==> src/rtl/bros_pkg.sv <==
// ----------------------------------------------------------------------------
// bros_pkg: shared constants and helpers for border radius overlap scaling.
// Holds the field widths, the unity scale and one restoring division step.
// ----------------------------------------------------------------------------
package bros_pkg;

  localparam int unsigned LenW      = 16;
  localparam int unsigned FracW     = 16;
  localparam int unsigned ScaleW    = FracW + 1;
  localparam int unsigned SumW      = LenW + 1;
  localparam int unsigned NumRad    = 8;
  localparam int unsigned NumSide   = 4;
  localparam int unsigned StepsPerSt = 2;
  localparam int unsigned DivStages = FracW / StepsPerSt;
  localparam logic [ScaleW-1:0] ScaleOne = ScaleW'(1) << FracW;

  typedef logic [LenW-1:0] len_t;
  typedef logic [SumW-1:0] sum_t;
  typedef logic [NumRad-1:0][LenW-1:0] rad_t;

  // One restoring step: returns the quotient bit above the new remainder.
  function automatic logic [SumW:0] div_step(input sum_t rem, input sum_t dvs);
    logic [SumW:0] t;
    logic [SumW:0] r;
    t = {rem, 1'b0};
    r = '0;
    if (t >= {1'b0, dvs}) begin
      r = {1'b1, SumW'(t - {1'b0, dvs})};
    end else begin
      r = {1'b0, t[SumW-1:0]};
    end
    return r;
  endfunction

endpackage

==> src/rtl/bros_div.sv <==
// ----------------------------------------------------------------------------
// bros_div: pipelined restoring divider.
// Forms (edge << FracW) / sum for edge < sum, two quotient bits per stage.
// ----------------------------------------------------------------------------
module bros_div import bros_pkg::*; (
  input  logic               clk_i,
  input  logic               en_i,
  input  len_t               edge_len_i,
  input  sum_t               sum_i,
  output logic [FracW-1:0]   quo_o
);

  sum_t             rem_q [DivStages];
  sum_t             dvs_q [DivStages];
  logic [FracW-1:0] quo_q [DivStages];
  sum_t             rem_d [DivStages];
  logic [FracW-1:0] quo_d [DivStages];

  always_comb begin
    for (int k = 0; k < DivStages; k++) begin
      sum_t             r;
      sum_t             d;
      logic [FracW-1:0] q;
      logic [SumW:0]    s;
      if (k == 0) begin
        r = SumW'(edge_len_i);
        d = sum_i;
        q = '0;
      end else begin
        r = rem_q[k-1];
        d = dvs_q[k-1];
        q = quo_q[k-1];
      end
      for (int j = 0; j < StepsPerSt; j++) begin
        s = div_step(r, d);
        r = s[SumW-1:0];
        q = {q[FracW-2:0], s[SumW]};
      end
      rem_d[k] = r;
      quo_d[k] = q;
    end
  end

  always_ff @(posedge clk_i) begin
    if (en_i) begin
      for (int k = 0; k < DivStages; k++) begin
        rem_q[k] <= rem_d[k];
        quo_q[k] <= quo_d[k];
        dvs_q[k] <= (k == 0) ? sum_i : dvs_q[(k == 0) ? 0 : k-1];
      end
    end
  end

  assign quo_o = quo_q[DivStages-1];

endmodule

==> config.mk <==
export PLATFORM = sky130hd
export DESIGN_NAME = bros_div
export DESIGN_NICKNAME = d
export VERILOG_FILES = /design/src/rtl/bros_pkg.sv /design/src/rtl/bros_div.sv
export SDC_FILE = /design/constraint.sdc
export NUM_CORES = 1
export LEC_CHECK = 0
export ABC_AREA = 1
export BUFFER_PORTS_ARGS = -buffer_cell sky130_fd_sc_hd__buf_2
export CAP_MARGIN = 20
export CORE_UTILIZATION = 54
export DETAILED_ROUTE_END_ITERATION = 6
export GPL_ROUTABILITY_DRIVEN = 0
export PLACE_DENSITY_LB_ADDON = 0.15
export SLEW_MARGIN = 25
export SYNTH_ARGS = -nofsm -noshare
export SYNTH_HDL_FRONTEND = slang
export SYNTH_SLANG_ARGS = --single-unit
==> constraint.sdc <==
create_clock -name clk_i -period 4.3 [get_ports clk_i]
set_input_delay 0.645 -clock clk_i [delete_from_list [all_inputs] [get_ports clk_i]]
set_output_delay 0.645 -clock clk_i [all_outputs]
set_load 0.05 [all_outputs]
# After elaboration in Yosys (flattened, before gate mapping)
# Memories as Yosys holds them, arrays and structs flattened.
# Cells that the tools add are included.
# word_totals
register_bits,0
latchBits,0
ramBits,400
romBits,0
in_bits,35
output_inout_bits,16
wordCells,53
mem_count,3
# mem_list
name,depth,width,read_ports,rd_ports_with_merged_regs,wr,line_no,rtl
dvs_q,8,17,7,0,8,bros_div.sv:14,sum_t dvs_q [DivStages];
rem_q,8,17,7,0,8,bros_div.sv:13,sum_t rem_q [DivStages];
quo_q,8,16,8,0,8,bros_div.sv:15,logic [FracW-1:0] quo_q [DivStages];
# op_classes
add_sub_neg,16
mul,0
div,0
order_cmp,16
eq_ne,0
shift,0
mux,18
bitwise,0
n_reduce_logical,0
# ops
op,count
$mux W18,16
$sub A17 B17 Y17,16
$ge A18 B17 Y1,15
$ge A17 B17 Y1,1
$mux W1,2

# Depth between registers and ports, before layout
# Gate-level depths: netlist (run 1).
# An unclocked memory read counts as a cell.
# logic_depth
ltp_word,5
mapped_depth,31
mapped_depth_nobuf,29

# Worst setup path before layout (run 1)
# Ideal clock, no wire load.
# synth_path
kind,input to register
from,in sum_i[2]
to,mem rem_q[0][3] in the netlist's numbering (data pin)
setup_ns,0.252
arrival_time_ns,3.435
required_time_ns,4.048
setup_slack_ns,0.612
path_stages,28
path_buffers,3
path_cell_list,inv_1 -> ha_1 -> buf_4 -> nand2_1 -> nand2_1 -> nand2_1 -> nand2_1 -> nand2_1 -> nand2_1 -> nand2_1 -> nand4_4 -> buf_4 -> nand3_1 -> nand2_1 -> ha_1 -> nand2_1 -> a21oi_1 -> nor2_1 -> nand2_2 -> nand2_1 -> nand2_1 -> nand2_1 -> nand2_1 -> inv_2 -> nand2_8 -> buf_6 -> nand2_1 -> nand2_1
# synth_rtl
item,line_no,rtl
from (decl),bros_div.sv:9,"input sum_t sum_i,"
to (decl),bros_div.sv:13,

==> results of run 1 <==
critical path, stage by stage, from the launching register on:
cell and delay [ns]:
edfxtp_1 0.45, inv_1 0.12, ha_1 0.35, nand2_1 0.11
nor2_1 0.11, nand2_1 0.05, nand3_1 0.11, nand2_1 0.07
nand2_1 0.14, nand2_2 0.11, nand2_2 0.15, inv_8 0.08
o21ai_0 0.35, ha_1 0.37, nand2_1 0.09, nor2_1 0.04
nand2_1 0.06, nand2_1 0.12, nand2_1 0.10, nand2_1 0.09
nand2_1 0.16, nand3_1 0.14, nor2_4 0.19, buf_4 0.16
nor2_1 0.05
final timing paths:
check	end	start	slack, ns	cells after the start
worst min register to register	quo_q[1][42]	quo_q[1][24]	0.41	0
worst min-delay path	dvs_q[0][5]	sum_i[5]	0.28	1
worst max-delay path	rem_q[6][0]	dvs_q[5][4]	0.25	24
worst max register to register	rem_q[6][0]	dvs_q[5][4]	0.25	24
layer usage:
layer	global-route usage	wire length [um]
met4	0.1521	3643
met2	0.4975	34730
met5	0	0
met1	0.3508	31510
met3	0.03395	3415
repair_timing:
item	CTS	global route
endpoints found under the hold margin	0	0
buffers inserted	0	13
resized for setup	1	37
cloned	0	2
pin swaps	0	7
hold buffers	0	0
endpoints found under the setup margin	3	88
stage by stage:
step                 TNS (ns)  worst slack, ns  cells    util  hold slack [ns]
global route         -0.02190         -0.01004   4571  0.6113           0.2778
detailed placement  -0.001969        -0.001969   4491  0.5819           0.4045
finish                      0           0.2509   4571  0.6113           0.2799
CTS                         0          0.08874   4556  0.6057           0.2629
global placement            0          0.07404   4491  0.5819           0.4005
floorplan                   0           0.6122   3737       -           0.4003
cell usage after synthesis (27+ instances only):
cell type and count:
o21ai_0 94, nor2_1 233, nand2_1 1410, a21oi_1 203
nand4_1 27, ha_1 263, xor2_1 70, edfxtp_1 310
inv_1 478, nand2_2 29, nand3_1 261, or2_2 34
xnor2_1 64
logic make-up after synthesis:
family / after synthesis / synth area share
adders and majority gates: 271 / 0.1269
and+or+nand+nor: 2099 / 0.3274
buffers and inverters: 532 / 0.07931
AOI/OAI and AO/OA: 391 / 0.08106
DFF: 310 / 0.3423
xor gates and xnor gates: 134 / 0.04315
flip-flops by register name (all words and copies together), names as in the netlist:
| signal | cells |
|---|---|
| dvs_q | 119 |
| rem_q | 119 |
| quo_q | 72 |
final cells by class:
| cell class | instances | area (um2) |
|---|---|---|
| inverter | 489 | 1858 |
| timing repair buffer | 146 | 1122 |
| clock inverter | 24 | 232.7 |
| multi-input combinational | 2897 | 15880 |
| fill | 4662 | 19180 |
| sequential | 310 | 9309 |
| clock buffer | 41 | 940.9 |
| tap | 664 | 830.8 |
==> impl_results.md, run 1 <==
* Tcrit/Tclk final at 0.9416
* Fmax at 0.2470 GHz
* HP Class: primary input to register
* Post-Route Skew at 0.02074 ns
* Final nets at 4187
* Routed vias/inst at 5.304
* Most frequent cells in the layout: nand2_1 (1408), inv_1 (477), edfxtp_1 (310)
* Worst-margin pin slew at 0.7132 ns
* Final setup fails at 0
* Cts bufs inserted at 37
* Critical path arrival at 4.34 ns
* # H-tree levels at 2
* Total Routing Usage GR at 0.2879
* Longest Clk Path Bufs at 3
* DIE AREA at 0.05127 mm2
* Yosys reg bits at 310
* Sequential area share after synthesis at 0.3423
* Synth area leader: edfxtp_1
* Top cells by area, synth: edfxtp_1 (34%), nand2_1 (19%), ha_1 (12%), inv_1 (6.6%), nand3_1 (4.8%)
* Async set-or-reset flop fraction in the synthesized netlist at 0
* Starting Density at 0.5511
* Number of global-route vias before repair at 22777
* Primary FF master, synth: edfxtp_1
* Mapped Area at 0.02720 mm2
* Post-synth EDFFs at 310
* Fin. max-slew vios at 0
* Synthesis-to-finish area growth at 10.93%
* IO Pins at 51
* Port Buffer Count at 50
* Post-Layout Inst Area at 0.03017 mm2
* Worst EP required at 4.59 ns
* Clock tree from TritonCTS: built
* Layout cells sized above 1 at 0.09342
* Core region area at 0.04936 mm2
* Post-DP HPWL at 58900 um
* Largest net degree at the start of global routing at 80
* Syn_nets at 4043
* Routed wire length at 73310 um
* WL per Instance at 16.04 um
* Die width at 226.4 um
* Latest clock arrival within the worst-skew pair at 0.56 ns
* CTS clk-pin slew, worst paths at 0.06 ns
* Root Driver: clkbuf_16
* Max_cap viols at 0
* Placed cell area at 0.02872 mm2
* Via count at 24243
* Initial detailed-routing violation count at 1705
* Worst-path maximum fanout at 22
* # DRC at 0
* Worst Setup End Kind: register
* Row cnt at 81
* Total grt overflow at 0
* Most common cell after layout, fill and taps aside: nand2_1
* Pre-antenna DRT Iters at 6
* Number of synthesis warnings at 0
* Die Y at 226.4 um
* First-pass GRT wire length at 115500 um
* Diode count at 0
* Outcome: complete, no violations
* Synth cell types at 48
* Syn_area_per_cell at 7.278 um2
* Top cell type's share of synthesized area at 0.3423
* Initial antenna violation count at 0
* Crit path time final at 4.049 ns
* Setup crit start kind: register
* Final hold violation count at 0
* Final ANT Viol Nets at 0
* Sink Count at 310
* Critical setup path kind: register to register
* Mapped Cells at 3737
* Max_slew headroom at 0.5246
Power of run 1 is left out: the tool's default activity adds up to more than one toggle a clock period on the data nets, which glitch-free logic cannot reach.
==> inputs of run 2 (changes only) <==
--- a/config.mk
+++ b/config.mk
@@ -7,7 +7,6 @@
 export LEC_CHECK = 0
 export ABC_AREA = 1
 export BUFFER_PORTS_ARGS = -buffer_cell sky130_fd_sc_hd__buf_2
-export CAP_MARGIN = 20
 export CORE_UTILIZATION = 54
 export DETAILED_ROUTE_END_ITERATION = 6
 export GPL_ROUTABILITY_DRIVEN = 0
==> constraint.sdc (replaced) <==
create_clock -name clk_i -period 4.33 [get_ports clk_i]
set_input_delay 0.6495 -clock clk_i [delete_from_list [all_inputs] [get_ports clk_i]]
set_output_delay 0.6495 -clock clk_i [all_outputs]
set_load 0.05 [all_outputs]
==> run 2 against run 1 <==
  * The flow now finishes with violations (DRC)
  * Non-clock buffer count shrank 1
  * Design area shrank 0.37%
  * Maximum frequency grew 0.18%
  * Die area is the same
  * Count of clock-buffer cells in the layout shrank 1
  * Register-to-register slack gained 0.04 ns
  * Hold slack gained 0.0083 ns
  * Cell count shrank 0.13%
  * Setup slack gained 0.037 ns
  * Flip-flop and latch count is the same
  * Wire length grew 0.78%
==> impl_results.md, run 2 (synthesis gave the netlist of run 1 again) <==
* Outcome: complete, but fails checks
* Failing checks: DRC
* Setup crit start kind: register
* DIE AREA at 0.05127 mm2 (unchanged)
* Most common cell after layout, fill and taps aside: nand2_1
* CTS clk-pin slew, worst paths at 0.06 ns (about the same)
* Synthesis-to-finish area growth at 10.53%
* Number of global-route vias before repair at 23032 (+1.1%)
* Initial antenna violation count at 0 (unchanged)
* Max_slew headroom at 0.5466 (+0.02205)
* IO Pins at 51 (unchanged)
* Worst EP required at 4.60 ns (about the same)
* RSZ-0062 raised after global routing: false
* Met2 Use GR at 0.5074 (+0.009895)
* Critical path arrival at 4.31 ns (-0.03 ns)
* Die Y at 226.4 um (unchanged)
* Number of fill cells at 4684 (+0.47%)
* Die width at 226.4 um (unchanged)
* Max_cap viols at 0 (unchanged)
* Diode count at 0 (unchanged)
* Final nets at 4182 (-0.12%)
* Root Driver: clkbuf_16
* Total grt overflow at 0 (unchanged)
* Critical setup path kind: register to register
* Post-Layout Inst Area at 0.03006 mm2 (-0.37%)
* Worst Setup End Kind: register
* Hold_buf cts at 0 (unchanged)
* Row cnt at 81 (unchanged)
* # DRC at 1 (+1)
* Tcrit/Tclk final at 0.9335 (-0.008178)
* Initial detailed-routing violation count at 1875 (+10%)
* Post-DP HPWL at 59410 um (+0.87%)
* Crit path time final at 4.042 ns (-0.007163 ns)
* Latest clock arrival within the worst-skew pair at 0.55 ns (about the same)
* Clock tree from TritonCTS: built
* Largest net degree at the start of global routing at 128 (+60%)
* Most frequent cells in the layout: nand2_1 (1409), inv_1 (476), edfxtp_1 (310)
* Final setup fails at 0 (unchanged)
* Post-Route Skew at 0.01580 ns (-0.004946 ns)
* Met1 Usage GRT at 0.3648 (+0.01401)
* Routed wire length at 73870 um (+0.78%)
* WL per Instance at 16.18 um (+0.91%)
* # H-tree levels at 2 (unchanged)
* Starting Density at 0.5511 (unchanged)
* Worst-margin pin slew at 0.6784 ns (-0.03472 ns)
* Layout cells sized above 1 at 0.08972 (-0.003701)
* GRT busiest layer: met2
* Sink Count at 310 (unchanged)
* Final hold violation count at 0 (unchanged)
* Cts bufs inserted at 35 (-5.4%)
* Placed cell area at 0.02866 mm2 (-0.22%)
* Top flop regs: dvs_q: 119 flops, rem_q: 119 flops, quo_q: 72 flops
* Via count at 24352 (+0.45%)
* Routed vias/inst at 5.335 (+0.58%)
* Total Routing Usage GR at 0.2941 (+0.006192)
* Fmax at 0.2474 GHz (+0.18%)
* First-pass GRT wire length at 118200 um (+2.3%)
* HP Class: primary input to register
* Fin. max-slew vios at 0 (unchanged)
* Port Buffer Count at 50 (unchanged)
* Longest Clk Path Bufs at 3 (unchanged)
* Final ANT Viol Nets at 0 (unchanged)
* Met3 usage at 0.03214 (-0.001814)
* Worst-path maximum fanout at 20 (-9.1%)
* Core region area at 0.04936 mm2 (unchanged)
* Pre-antenna DRT Iters at 7 (+1)
==> run 2: cell types whose count changed in the layout (fill, tap and decap cells not counted), sizes merged <==
cell,delta
buf,-1
bufinv,+1
clkbuf,-1
clkinvlp,-2
inv,-1
nand3,-2
==> run 2: path summary, 6_finish.rpt <==
kind | startpoint | end | slack, ns | depth (start not counted)
worst max-delay path | rem_q[4][0] | rem_q[5][16] | 0.29 | 20
worst min-delay path | sum_i[12] | dvs_q[0][12] | 0.29 | 1
worst max register to register | rem_q[4][0] | rem_q[5][16] | 0.29 | 20
worst min register to register | quo_q[1][42] | quo_q[1][60] | 0.41 | 0
==> run 2: metrics by stage <==
stage / cells / setup slack, ns / hold slack (ns) / TNS (ns) / utilization
6_report: 4565 / 0.2881 / 0.2882 / 0 / 0.6091
5_1_grt: 4565 / 0.0006763 / 0.2764 / 0 / 0.6091
4_1_cts: 4548 / 0.03107 / 0.2663 / 0 / 0.6044
3_5_place_dp: 4486 / -0.06662 / 0.4045 / -0.6319 / 0.5807
3_3_place_gp: 4486 / 0.004469 / 0.4005 / 0 / 0.5807
2_1_floorplan: 3737 / 0.6377 / 0.4003 / 0 / -
==> run 2: final cells by class <==
type                            instances  area, um2  share of cell area
Multi-Input combinational cell       2895      15810              0.5258
Clock buffer                           40      937.1             0.03117
Sequential cell                       310       9309              0.3097
Tap cell                              664      830.8             0.02764
Inverter                              489       1861             0.06189
Timing Repair Buffer                  145       1094             0.03638
Clock inverter                         22      224.0            0.007450
==> run 2: timing repair <==
action | in CTS | in global routing
setup endpoints to repair | 15 | 85
gates resized for setup | 2 | 28
setup buffers | 0 | 17
pin swaps | 0 | 5
cloned | 0 | 0
==> run 2: worst max-delay path, stage by stage, from the launching register on <==
cell and delay [ns]:
edfxtp_1 0.52, ha_1 0.39, ha_1 0.15, nand2_1 0.05, nor2_1 0.18, nand2_1 0.08, o21ai_0 0.27, a21oi_2 0.13
nand2_4 0.22, nor2_1 0.06, nor2_1 0.19, ha_1 0.28, a21oi_1 0.21, o21ai_0 0.14, a21oi_1 0.15, nand2_1 0.12
a21oi_1 0.18, nand3_2 0.10, buf_12 0.17, nand2_1 0.06, nand2_1 0.11
==> run 2: per-layer routing <==
| metal | wire length [um] | vias up |
|---|---|---|
| li1 | - | 12488 |
| met5 | 0 | - |
| met1 | 31200 | 10943 |
| met3 | 3934 | 173 |
| met4 | 3620 | 0 |
| met2 | 35120 | 748 |
Power of run 2 is left out for the same reason.
